===== src/rtl/core/vfdu_pkg.sv =====
package vfdu_pkg;

	localparam int WordW             = 32;
	localparam int PosW              = 25;
	localparam int BufW              = 2 * WordW;
	localparam int CntW              = 7;
	localparam int SampLeftW         = 31;
	localparam int BpsW              = 6;
	localparam int BpsFieldW         = 5;
	localparam int DividendW         = PosW + 5;
	localparam int DivCntW           = 5;
	localparam int MaxSamplesPerWord = 32;
	localparam int RunW              = 6;
	localparam int FifoDepth         = 2;
	localparam int FifoPtrW          = 1;
	localparam int FifoCntW          = 2;
	localparam int HdrLegacyLen      = 4;
	localparam int HdrFullLen        = 8;
	localparam logic [7:0] EdvVersion = 8'h01;

	typedef enum logic [1:0] {
		KIND_SAMPLE,
		KIND_HEADER,
		KIND_ERROR
	} kind_t;

	typedef enum logic [1:0] {
		ERR_NONE,
		ERR_COMPLEX,
		ERR_MULTICHAN,
		ERR_EDV
	} err_t;

	typedef enum logic [1:0] {
		BK_FETCH,
		BK_DIV,
		BK_HDR,
		BK_UNPACK
	} back_state_t;

	typedef struct packed {
		logic [29:0] epoch_seconds;
		logic [23:0] frame_index;
		logic [5:0]  epoch_code;
		logic [9:0]  thread_number;
		logic [15:0] station_code;
		logic        invalid_flag;
		logic        legacy_flag;
	} hdr_t;

	// one queue entry: either a finished header or a payload word
	typedef struct packed {
		logic                 is_hdr;
		logic                 frame_last;
		logic [WordW-1:0]     word;
		err_t                 err;
		logic [PosW-1:0]      pay_words;
		logic [BpsFieldW-1:0] bps_m1;
		hdr_t                 hdr;
	} cmd_t;

	typedef struct packed {
		kind_t            kind;
		logic [WordW-1:0] sample_value;
		logic             last_of_run;
		logic             end_of_frame;
		hdr_t             hdr;
		err_t             error_code;
	} res_t;

endpackage


===== src/rtl/core/vfdu_fifo.sv =====
module vfdu_fifo (
	input  logic          clk,
	input  logic          arst_n,
	input  logic          push,
	input  vfdu_pkg::cmd_t push_data,
	input  logic          pop,
	output vfdu_pkg::cmd_t pop_data,
	output logic          full,
	output logic          empty
);

	vfdu_pkg::cmd_t                      entry_q [vfdu_pkg::FifoDepth];
	logic [vfdu_pkg::FifoPtrW-1:0] wr_ptr_q;
	logic [vfdu_pkg::FifoPtrW-1:0] rd_ptr_q;
	logic [vfdu_pkg::FifoCntW-1:0] count_q;

	assign full     = (count_q == vfdu_pkg::FifoCntW'(vfdu_pkg::FifoDepth));
	assign empty    = (count_q == '0);
	assign pop_data = entry_q[rd_ptr_q];

	always_ff @(posedge clk) begin
		if (push) begin
			entry_q[wr_ptr_q] <= push_data;
		end
	end

	always_ff @(posedge clk or negedge arst_n) begin
		if (!arst_n) begin
			wr_ptr_q <= '0;
			rd_ptr_q <= '0;
			count_q  <= '0;
		end else begin
			if (push) begin
				wr_ptr_q <= wr_ptr_q + 1'b1;
			end
			if (pop) begin
				rd_ptr_q <= rd_ptr_q + 1'b1;
			end
			case ({push, pop})
				2'b10:   count_q <= count_q + 1'b1;
				2'b01:   count_q <= count_q - 1'b1;
				default: count_q <= count_q;
			endcase
		end
	end

	a_no_overflow: assert property (@(posedge clk) disable iff (!arst_n)
		!(push && full && !pop))
		else $error("queue written while full");

	a_no_underflow: assert property (@(posedge clk) disable iff (!arst_n)
		!(pop && empty))
		else $error("queue read while empty");

endmodule


===== src/rtl/core/vfdu_front.sv =====
module vfdu_front (
	input  logic                        clk,
	input  logic                        arst_n,
	input  logic                        in_valid,
	input  logic [vfdu_pkg::WordW-1:0]  data_word,
	input  logic                        q_full,
	output logic                        in_stall,
	output logic                        push,
	output vfdu_pkg::cmd_t              push_data
);

	logic [vfdu_pkg::PosW-1:0]  pos_q;
	logic [vfdu_pkg::PosW-1:0]  frame_words_q;
	logic [vfdu_pkg::WordW-1:0] hw0_q;
	logic [vfdu_pkg::WordW-1:0] hw1_q;
	logic [vfdu_pkg::WordW-1:0] hw2_q;
	logic [vfdu_pkg::WordW-1:0] hw3_q;
	logic                       legacy_q;
	logic                       skip_q;

	logic                       accept;
	logic [vfdu_pkg::PosW-1:0]  hdr_len;
	logic [vfdu_pkg::PosW-1:0]  frame_end_pos;
	logic                       finish_legacy;
	logic                       finish_full;
	logic                       finish;
	logic                       payload;
	logic                       frame_end;
	logic [vfdu_pkg::WordW-1:0] w3;
	vfdu_pkg::err_t             err;

	assign in_stall = q_full;
	assign accept   = in_valid && !q_full;

	always_comb begin
		hdr_len = legacy_q ? vfdu_pkg::PosW'(vfdu_pkg::HdrLegacyLen)
		                   : vfdu_pkg::PosW'(vfdu_pkg::HdrFullLen);
		frame_end_pos = (frame_words_q > hdr_len) ? frame_words_q : hdr_len;
		finish_legacy = (pos_q == vfdu_pkg::PosW'(3)) && legacy_q;
		finish_full   = (pos_q == vfdu_pkg::PosW'(4)) && !legacy_q;
		finish        = finish_legacy || finish_full;
		payload       = (pos_q >= hdr_len) && !skip_q;
		frame_end     = (pos_q >= vfdu_pkg::PosW'(3))
			&& (({1'b0, pos_q} + 1'b1) >= {1'b0, frame_end_pos});
		w3 = legacy_q ? data_word : hw3_q;

		// complex first, then multichannel, then extended data version
		if (w3[31]) begin
			err = vfdu_pkg::ERR_COMPLEX;
		end else if (hw2_q[28:24] != 5'd0) begin
			err = vfdu_pkg::ERR_MULTICHAN;
		end else if (!legacy_q && (data_word[31:24] != vfdu_pkg::EdvVersion)) begin
			err = vfdu_pkg::ERR_EDV;
		end else begin
			err = vfdu_pkg::ERR_NONE;
		end

		push_data.is_hdr     = finish;
		push_data.frame_last = frame_end;
		push_data.word       = data_word;
		push_data.err        = err;
		push_data.pay_words  = (frame_words_q > hdr_len) ? (frame_words_q - hdr_len) : '0;
		push_data.bps_m1     = w3[30:26];
		push_data.hdr.epoch_seconds = hw0_q[29:0];
		push_data.hdr.frame_index   = hw1_q[23:0];
		push_data.hdr.epoch_code    = hw1_q[29:24];
		push_data.hdr.thread_number = w3[25:16];
		push_data.hdr.station_code  = w3[15:0];
		push_data.hdr.invalid_flag  = hw0_q[31];
		push_data.hdr.legacy_flag   = hw0_q[30];

		push = accept && (finish || payload);
	end

	always_ff @(posedge clk or negedge arst_n) begin
		if (!arst_n) begin
			pos_q         <= '0;
			frame_words_q <= '0;
			hw0_q         <= '0;
			hw1_q         <= '0;
			hw2_q         <= '0;
			hw3_q         <= '0;
			legacy_q      <= 1'b0;
			skip_q        <= 1'b0;
		end else if (accept) begin
			case (pos_q)
				vfdu_pkg::PosW'(0): begin
					hw0_q    <= data_word;
					legacy_q <= data_word[30];
				end
				vfdu_pkg::PosW'(1): begin
					hw1_q <= data_word;
				end
				vfdu_pkg::PosW'(2): begin
					hw2_q         <= data_word;
					frame_words_q <= {data_word[23:0], 1'b0};
				end
				vfdu_pkg::PosW'(3): begin
					hw3_q <= data_word;
				end
				default: begin
				end
			endcase
			if (finish) begin
				skip_q <= (err != vfdu_pkg::ERR_NONE);
			end
			if (frame_end) begin
				pos_q  <= '0;
				skip_q <= 1'b0;
			end else begin
				pos_q <= pos_q + 1'b1;
			end
		end
	end

	a_pos_in_frame: assert property (@(posedge clk) disable iff (!arst_n)
		(pos_q >= vfdu_pkg::PosW'(4)) |-> (pos_q < frame_end_pos))
		else $error("word position ran past the frame end");

endmodule


===== src/rtl/core/vfdu_div.sv =====
module vfdu_div (
	input  logic                            clk,
	input  logic                            arst_n,
	input  logic                            start,
	input  logic [vfdu_pkg::DividendW-1:0]  dividend,
	input  logic [vfdu_pkg::BpsW-1:0]       divisor,
	output logic                            done,
	output logic [vfdu_pkg::DividendW-1:0]  quotient
);

	logic [vfdu_pkg::DividendW-1:0] quo_q;
	logic [vfdu_pkg::BpsW-1:0]      rem_q;
	logic [vfdu_pkg::BpsW-1:0]      div_q;
	logic [vfdu_pkg::DivCntW-1:0]   step_q;
	logic                           busy_q;
	logic                           done_q;

	logic [vfdu_pkg::BpsW:0]        trial;
	logic                           qbit;
	logic [vfdu_pkg::BpsW-1:0]      rem_d;

	// restoring division, one quotient bit per cycle
	always_comb begin
		trial = {rem_q, quo_q[vfdu_pkg::DividendW-1]};
		qbit  = (trial >= {1'b0, div_q});
		rem_d = qbit ? vfdu_pkg::BpsW'(trial - {1'b0, div_q})
		             : trial[vfdu_pkg::BpsW-1:0];
	end

	assign done     = done_q;
	assign quotient = quo_q;

	always_ff @(posedge clk or negedge arst_n) begin
		if (!arst_n) begin
			quo_q  <= '0;
			rem_q  <= '0;
			div_q  <= '0;
			step_q <= '0;
			busy_q <= 1'b0;
			done_q <= 1'b0;
		end else begin
			done_q <= 1'b0;
			if (start) begin
				quo_q  <= dividend;
				rem_q  <= '0;
				div_q  <= divisor;
				step_q <= vfdu_pkg::DivCntW'(vfdu_pkg::DividendW - 1);
				busy_q <= 1'b1;
			end else if (busy_q) begin
				quo_q <= {quo_q[vfdu_pkg::DividendW-2:0], qbit};
				rem_q <= rem_d;
				step_q <= step_q - 1'b1;
				if (step_q == '0) begin
					busy_q <= 1'b0;
					done_q <= 1'b1;
				end
			end
		end
	end

endmodule


===== src/rtl/core/vfdu_back.sv =====
module vfdu_back (
	input  logic           clk,
	input  logic           arst_n,
	input  logic           q_empty,
	input  vfdu_pkg::cmd_t cmd,
	output logic           pop,
	input  logic           out_stall,
	output logic           out_valid,
	output vfdu_pkg::res_t res
);

	vfdu_pkg::back_state_t          state_q;
	vfdu_pkg::back_state_t          state_d;
	logic [vfdu_pkg::SampLeftW-1:0] samples_left_q;
	logic [vfdu_pkg::BpsW-1:0]      bps_q;
	logic [vfdu_pkg::BufW-1:0]      buf_q;
	logic [vfdu_pkg::CntW-1:0]      cnt_q;
	logic [vfdu_pkg::RunW-1:0]      nrun_q;
	logic                           frame_last_q;
	vfdu_pkg::hdr_t                 hdr_q;
	vfdu_pkg::err_t                 err_q;
	logic                           out_valid_q;
	vfdu_pkg::res_t                 res_q;

	logic                           out_free;
	logic                           div_start;
	logic                           div_done;
	logic [vfdu_pkg::DividendW-1:0] div_quo;
	logic                           load_hdr;
	logic                           load_smp;
	logic [vfdu_pkg::BufW-1:0]      mask;
	logic [vfdu_pkg::CntW-1:0]      cnt_after;
	logic [vfdu_pkg::SampLeftW-1:0] sl_after;
	logic                           more;
	logic                           clamp;
	logic [vfdu_pkg::CntW-1:0]      shift_amt;
	logic [vfdu_pkg::BufW-1:0]      buf_next;
	logic [vfdu_pkg::CntW-1:0]      cnt_next;
	vfdu_pkg::res_t                 res_d;

	vfdu_div u_div (
		.clk      (clk),
		.arst_n   (arst_n),
		.start    (div_start),
		.dividend ({cmd.pay_words, 5'b0}),
		.divisor  (vfdu_pkg::BpsW'(cmd.bps_m1) + 1'b1),
		.done     (div_done),
		.quotient (div_quo)
	);

	assign out_free  = !out_valid_q || !out_stall;
	assign out_valid = out_valid_q;
	assign res       = res_q;

	// one sample step of the unpack loop
	always_comb begin
		mask      = (vfdu_pkg::BufW'(1) << bps_q) - vfdu_pkg::BufW'(1);
		cnt_after = cnt_q - vfdu_pkg::CntW'(bps_q);
		sl_after  = samples_left_q - 1'b1;
		more      = (sl_after != '0) && (cnt_after >= vfdu_pkg::CntW'(bps_q))
			&& ((nrun_q + 1'b1) < vfdu_pkg::RunW'(vfdu_pkg::MaxSamplesPerWord));
		// drop oldest bits when more than a word is left over after the run
		clamp     = !more && (cnt_after > vfdu_pkg::CntW'(vfdu_pkg::WordW));
		shift_amt = clamp ? (cnt_q - vfdu_pkg::CntW'(vfdu_pkg::WordW))
		                  : vfdu_pkg::CntW'(bps_q);
		if (sl_after == '0) begin
			buf_next = '0;
			cnt_next = '0;
		end else begin
			buf_next = buf_q >> shift_amt;
			cnt_next = clamp ? vfdu_pkg::CntW'(vfdu_pkg::WordW) : cnt_after;
		end
	end

	always_comb begin
		state_d   = state_q;
		pop       = 1'b0;
		div_start = 1'b0;
		load_hdr  = 1'b0;
		load_smp  = 1'b0;
		case (state_q)
			vfdu_pkg::BK_FETCH: begin
				if (!q_empty) begin
					pop = 1'b1;
					if (cmd.is_hdr) begin
						if (cmd.err == vfdu_pkg::ERR_NONE) begin
							div_start = 1'b1;
							state_d   = vfdu_pkg::BK_DIV;
						end else begin
							state_d = vfdu_pkg::BK_HDR;
						end
					end else if (samples_left_q != '0) begin
						state_d = vfdu_pkg::BK_UNPACK;
					end
				end
			end
			vfdu_pkg::BK_DIV: begin
				if (div_done) begin
					state_d = vfdu_pkg::BK_HDR;
				end
			end
			vfdu_pkg::BK_HDR: begin
				if (out_free) begin
					load_hdr = 1'b1;
					state_d  = vfdu_pkg::BK_FETCH;
				end
			end
			vfdu_pkg::BK_UNPACK: begin
				if (out_free) begin
					load_smp = 1'b1;
					if (!more) begin
						state_d = vfdu_pkg::BK_FETCH;
					end
				end
			end
			default: begin
				state_d = vfdu_pkg::BK_FETCH;
			end
		endcase
	end

	always_comb begin
		res_d = '0;
		if (load_hdr) begin
			res_d.kind         = (err_q == vfdu_pkg::ERR_NONE) ? vfdu_pkg::KIND_HEADER
			                                                   : vfdu_pkg::KIND_ERROR;
			res_d.last_of_run  = 1'b1;
			res_d.end_of_frame = (err_q != vfdu_pkg::ERR_NONE) || (samples_left_q == '0);
			res_d.hdr          = hdr_q;
			res_d.error_code   = err_q;
		end else begin
			res_d.kind         = vfdu_pkg::KIND_SAMPLE;
			res_d.sample_value = buf_q[vfdu_pkg::WordW-1:0] & mask[vfdu_pkg::WordW-1:0];
			res_d.last_of_run  = !more;
			res_d.end_of_frame = (sl_after == '0);
		end
	end

	always_ff @(posedge clk or negedge arst_n) begin
		if (!arst_n) begin
			state_q <= vfdu_pkg::BK_FETCH;
		end else begin
			state_q <= state_d;
		end
	end

	always_ff @(posedge clk or negedge arst_n) begin
		if (!arst_n) begin
			samples_left_q <= '0;
			bps_q          <= vfdu_pkg::BpsW'(1);
			buf_q          <= '0;
			cnt_q          <= '0;
			nrun_q         <= '0;
			frame_last_q   <= 1'b0;
			hdr_q          <= '0;
			err_q          <= vfdu_pkg::ERR_NONE;
			out_valid_q    <= 1'b0;
			res_q          <= '0;
		end else begin
			if (pop && cmd.is_hdr) begin
				hdr_q          <= cmd.hdr;
				err_q          <= cmd.err;
				bps_q          <= vfdu_pkg::BpsW'(cmd.bps_m1) + 1'b1;
				samples_left_q <= '0;
				buf_q          <= '0;
				cnt_q          <= '0;
			end else if (pop && (samples_left_q != '0)) begin
				buf_q        <= buf_q | (vfdu_pkg::BufW'(cmd.word) << cnt_q);
				cnt_q        <= cnt_q + vfdu_pkg::CntW'(vfdu_pkg::WordW);
				nrun_q       <= '0;
				frame_last_q <= cmd.frame_last;
			end
			if (div_done) begin
				samples_left_q <= vfdu_pkg::SampLeftW'(div_quo);
			end
			if (load_smp) begin
				nrun_q <= nrun_q + 1'b1;
				// frame over: whatever is left is dropped
				if (!more && frame_last_q) begin
					samples_left_q <= '0;
					buf_q          <= '0;
					cnt_q          <= '0;
				end else begin
					samples_left_q <= sl_after;
					buf_q          <= buf_next;
					cnt_q          <= cnt_next;
				end
			end
			if (load_hdr || load_smp) begin
				out_valid_q <= 1'b1;
				res_q       <= res_d;
			end else if (!out_stall) begin
				out_valid_q <= 1'b0;
			end
		end
	end

	a_unpack_has_work: assert property (@(posedge clk) disable iff (!arst_n)
		(state_q == vfdu_pkg::BK_UNPACK) |-> (samples_left_q != '0))
		else $error("unpack running with no samples left");

	a_enough_bits: assert property (@(posedge clk) disable iff (!arst_n)
		load_smp |-> (cnt_q >= vfdu_pkg::CntW'(bps_q)))
		else $error("sample taken from too few buffered bits");

	a_div_in_state: assert property (@(posedge clk) disable iff (!arst_n)
		div_done |-> (state_q == vfdu_pkg::BK_DIV))
		else $error("division finished outside its wait state");

endmodule


===== src/rtl/core/vdif_frame_deframer_unpacker.sv =====
// VDIF deframer and sample unpacker. One 32-bit stream word is taken per accepted input
// item; each frame's header (4 words in legacy mode, 8 otherwise) gives one header or
// header-error result, then the payload is unpacked LSB first into samples of bps bits.
// The front end classifies words and queues headers and payload words in a two-entry
// queue; the back end turns them into results through a one-entry output register.
// Each payload word gives one result per sample (up to 32 with 1-bit samples); a good
// header waits on the one-bit-per-cycle divider that works out the frame's sample
// count, and an error header does not. The input stalls only while the queue is full.
module vdif_frame_deframer_unpacker (
	input  logic        clk,
	input  logic        arst_n,
	input  logic        in_valid,
	output logic        in_stall,
	input  logic [31:0] data_word,
	output logic        out_valid,
	input  logic        out_stall,
	output logic [1:0]  kind,
	output logic [31:0] sample_value,
	output logic        last_of_run,
	output logic        end_of_frame,
	output logic [29:0] epoch_seconds,
	output logic [23:0] frame_index,
	output logic [5:0]  epoch_code,
	output logic [9:0]  thread_number,
	output logic [15:0] station_code,
	output logic        invalid_flag,
	output logic        legacy_flag,
	output logic [1:0]  error_code
);

	logic           push;
	logic           pop;
	logic           q_full;
	logic           q_empty;
	vfdu_pkg::cmd_t push_data;
	vfdu_pkg::cmd_t pop_data;
	vfdu_pkg::res_t res;

	vfdu_front u_front (
		.clk       (clk),
		.arst_n    (arst_n),
		.in_valid  (in_valid),
		.data_word (data_word),
		.q_full    (q_full),
		.in_stall  (in_stall),
		.push      (push),
		.push_data (push_data)
	);

	vfdu_fifo u_fifo (
		.clk       (clk),
		.arst_n    (arst_n),
		.push      (push),
		.push_data (push_data),
		.pop       (pop),
		.pop_data  (pop_data),
		.full      (q_full),
		.empty     (q_empty)
	);

	vfdu_back u_back (
		.clk       (clk),
		.arst_n    (arst_n),
		.q_empty   (q_empty),
		.cmd       (pop_data),
		.pop       (pop),
		.out_stall (out_stall),
		.out_valid (out_valid),
		.res       (res)
	);

	assign kind          = res.kind;
	assign sample_value  = res.sample_value;
	assign last_of_run   = res.last_of_run;
	assign end_of_frame  = res.end_of_frame;
	assign epoch_seconds = res.hdr.epoch_seconds;
	assign frame_index   = res.hdr.frame_index;
	assign epoch_code    = res.hdr.epoch_code;
	assign thread_number = res.hdr.thread_number;
	assign station_code  = res.hdr.station_code;
	assign invalid_flag  = res.hdr.invalid_flag;
	assign legacy_flag   = res.hdr.legacy_flag;
	assign error_code    = res.error_code;

endmodule


===== config.mk =====
export PLATFORM = sky130hd
export DESIGN_NAME = vdif_frame_deframer_unpacker
export DESIGN_NICKNAME = d
export VERILOG_FILES = /design/src/rtl/core/vfdu_pkg.sv /design/src/rtl/core/vfdu_fifo.sv /design/src/rtl/core/vfdu_front.sv /design/src/rtl/core/vfdu_div.sv /design/src/rtl/core/vfdu_back.sv /design/src/rtl/core/vdif_frame_deframer_unpacker.sv
export SDC_FILE = /design/constraint.sdc
export NUM_CORES = 2
export LEC_CHECK = 0
export CAP_MARGIN = 20
export CORE_MARGIN = 5
export CORE_UTILIZATION = 60
export CTS_CLUSTER_DIAMETER = 40
export DETAILED_ROUTE_END_ITERATION = 8
export DONT_BUFFER_PORTS = 1
export GPL_TIMING_DRIVEN = 0
export PLACE_DENSITY = 0.73
export SLEW_MARGIN = 20
export SYNTH_ARGS = -nofsm -noshare
export SYNTH_HDL_FRONTEND = slang
export SYNTH_SLANG_ARGS = --single-unit

===== constraint.sdc =====
create_clock -name clk -period 17.98 [get_ports clk]
set_clock_uncertainty 0.2 [all_clocks]
set_input_delay 3.596 -clock clk [delete_from_list [all_inputs] [get_ports clk]]
set_output_delay 3.596 -clock clk [all_outputs]
set_load 0.005 [all_outputs]

==> results.sh <==
export IMPL_syn_to_final_growth_pct=11.99
export IMPL_max_slew_margin=-0.2856
export IMPL_dieArea_mm2=0.07959
export IMPL_antenna_found_initial=12
export IMPL_critical_path_required_ps=18380
export IMPL_syn_nets=4415
export IMPL_grt_usage=0.4350
export IMPL_port_buffers=0
export IMPL_synth_edf_count=306
export IMPL_crit_slowest_cell="o31ai_2"
export IMPL_cts_sinks=842
export IMPL_whs_endpoint="u_fifo.entry_q[0][54]$_DFFE_PP_"
export IMPL_ys_top_cells_by_area="dfrtp_1 30%, edfxtp_1 21%, mux2i_1 5.9%"
export IMPL_die_w_um=282.1
export IMPL_fin_tns_setup_ps=0
export IMPL_vias=38990
export IMPL_reg2reg_depth=27
export IMPL_slowest_delay_ps=800
export IMPL_drc=0
export IMPL_htree_levels=3
export IMPL_row_count=99
export IMPL_period_needed_ps=9506
export IMPL_yosys_area_top_type_share=0.3013
export IMPL_crit_path_frequent_cell="clkbuf_1"
export IMPL_synth_ff_type="dfrtp_1"
export IMPL_max_freq_mhz=105.2
export IMPL_async_flop_share=0.6366
export IMPL_drv_cap=1
export IMPL_cp_max_fo=11
export IMPL_antenna_left=0
export IMPL_holdCritStartpoint="u_front.hw1_q[20]$_DFFE_PN0P_"
export IMPL_drive_gt1_frac=0.1185
export IMPL_grt_pass1_wl_mm=254.4
export IMPL_first_global_vias=37320
export IMPL_cts_buffers=105
export IMPL_outcome="finished, violations left"
export IMPL_drv_slew=156
export IMPL_worstReg2RegEnd="u_back.buf_q[25]$_DFFE_PN0P_"
export IMPL_cp_end_kind="register"
export IMPL_critical_path_class="reg -> reg"
export IMPL_finalCritPeriodShare=0.5287
export IMPL_synth_cell_area_mm2=0.04443
export IMPL_drt_iter0_drc=6004
export IMPL_die_h_um=282.1
export IMPL_syn_inst=4317
export IMPL_wl_mm=177.2
export IMPL_fin_nets=4538
export IMPL_fill_cells=5217
export IMPL_yosysWarnings=0
export IMPL_detail_route_first_pass_iterations=8
export IMPL_rsz0062_at_grt="no"
export IMPL_cts_root_buf="clkbuf_16"
export IMPL_dpl_hpwl_mm=126.8
export IMPL_hold_viol=0
export IMPL_regToRegSetupSlack_ps=8470
export IMPL_grt_overflow=0
export IMPL_dpl_cell_count=5292
export IMPL_clock_path_buffers=3
export IMPL_viasPerCell=7.095
export IMPL_yosysSeqAreaShare=0.5088
export IMPL_syn_avg_cell_area_um2=10.29
export IMPL_r2r_start="u_back.bps_q[1]$_DFFE_PN0P_"
export IMPL_cts_tree="done"
export IMPL_start_util=0.6069
export IMPL_worst_setup_path_start_kind="register"
export IMPL_setup_slack_ps=8475
export IMPL_violations="max-capacitance violations, max-slew violations"
export IMPL_io_pins=164
export IMPL_tightest_slew_ps=1928
export IMPL_cts_resized=0
export IMPL_clk_pin_slew_worst_paths_ps=70
export IMPL_clk_latency_ps=730
export IMPL_synth_cell_types=107
export IMPL_wl_per_cell_um=32.24
export IMPL_setup_violations=0
export IMPL_postCtsSetupBuffers=0
export IMPL_cp_arrival_ps=9900
export IMPL_gp_congestion=1.087
export IMPL_ctsHoldBuffers=0
export IMPL_grt_max_degree=537
export IMPL_ys_ff_latch=842
export IMPL_min_delay_path_class="reg -> reg"
export IMPL_hold_depth=0
export IMPL_dp_worst_setup_slack_ps=9193
export IMPL_yosys_area_top_type="dfrtp_1"
export IMPL_coreArea_mm2=0.07321
export IMPL_final_cells=5496
-- cell usage after synthesis (21+ instances only) --
cell type / number
o211ai_1: 25
o21ai_0: 426
o22ai_1: 68
a221oi_1: 105
ha_1: 59
mux2_2: 180
mux4_2: 26
nand2_1: 616
buf_1: 49
a22oi_1: 68
a211oi_1: 59
a21o_1: 23
nor4_1: 31
xnor2_1: 48
clkbuf_1: 247
mux2i_1: 261
o21a_1: 31
nor2b_1: 38
nand3_1: 76
nand4_1: 21
nor3_1: 61
buf_2: 35
edfxtp_1: 306
nor2_1: 283
a21oi_1: 171
inv_1: 79
dfrtp_1: 535
-- cell families (layout without fill, tap and decap cells) --
family,count (synthesis),in the layout,synth area share
other cells,0,4,0
fa+ha+maj,62,62,0.01797
buf+inv,436,652,0.04058
xor+xnor,68,68,0.01357
mux,476,476,0.1211
flops,842,842,0.5088
compound gates,1187,1187,0.1738
simple gates,1246,1246,0.1242
-- per-layer routing --
layer	GRT usage	vias up	part of all wire
li1	-	16210	-
met1	0.5816	19180	0.38
met2	0.6261	2923	0.42
met3	0.1540	669	0.13
met4	0.2359	14	0.071
met5	0	-	0.00084
-- cell usage in the layout, fill, tap and decap left out, types with 26 or more instances in the layout --
cell type,netlist,layout
a211oi_1,59,57
a21oi_1,171,171
a221oi_1,105,105
a22oi_1,68,68
buf_1,49,48
buf_2,35,37
clkbuf_1,247,251
clkbuf_16,0,108
dfrtp_1,535,535
edfxtp_1,306,306
ha_1,59,59
inv_1,79,79
mux2_2,180,180
mux2i_1,261,261
mux4_2,26,26
nand2_1,616,616
nand3_1,76,76
nor2_1,283,281
nor2b_1,38,38
nor3_1,61,61
nor4_1,31,30
o21a_1,31,31
o21ai_0,426,426
o22ai_1,68,68
xnor2_1,48,48
-- per-stage QoR --
stage,instance area (um^2),utilization,hold WS [ps]
after floorplan,44430,-,236.6
after detailed placement,46010,0.6285,248.4
after CTS,49730,0.6793,264.0
after global placement,45630,0.6233,240.5
after global routing,49750,0.6795,282.4
final,49750,0.6796,268.5
-- sequential cells by signal, summed over array words and instances, names as in the netlist, 29 cells and up --
register / count
u_back.buf_q: 64
u_back.u_div.quotient: 30
u_back.res: 126
u_back.hdr_q: 88
u_fifo.entry_q: 306
u_front.hw2_q: 29
u_back.samples_left_q: 31
u_front.hw1_q: 30
u_front.hw0_q: 32
u_front.hw3_q: 32
-- critical path: cells and delay by family, from the launching register on --
kind                       cells  cell delay [ps]
AOI/OAI and AO/OA             11             3190
adders and majority gates      2              700
buffers and inverters          8             3140
DFF                            1              490
muxes                          1              270
and+or+nand+nor                5             1380
-- final cells by class --
cell class / count / area (um^2) / area share
sequential: 842 / 22600 / 0.4543
multi-input combinational: 3039 / 20080 / 0.4036
clock buffer: 121 / 2801 / 0.05631
buffer: 356 / 1509 / 0.03033
tap: 959 / 1200 / 0.02412
clock inverter: 79 / 920.9 / 0.01851
timing repair buffer: 16 / 330.3 / 0.006639
inverter: 80 / 300.3 / 0.006036
antenna: 4 / 10.01 / 0.0002012
-- how the worst max path moves through the flow --
stage	start	endpoint	slack (ps)	cells after the start
floorplan	in_valid	u_fifo.entry_q[0][0]$_DFFE_PP_	6630	4
global route	u_back.bps_q[1]$_DFFE_PN0P_	u_back.buf_q[25]$_DFFE_PN0P_	8370	27
detailed placement	u_back.bps_q[1]$_DFFE_PN0P_	u_back.buf_q[25]$_DFFE_PN0P_	9190	27
finish	u_back.bps_q[1]$_DFFE_PN0P_	u_back.buf_q[25]$_DFFE_PN0P_	8470	27
global placement	in_valid	u_fifo.entry_q[0][6]$_DFFE_PP_	2840	4
CTS	u_back.bps_q[1]$_DFFE_PN0P_	u_back.buf_q[25]$_DFFE_PN0P_	9110	27
Power is left out: the tool's default activity adds up to more than one toggle a clock period on the data nets, which glitch-free logic cannot reach.
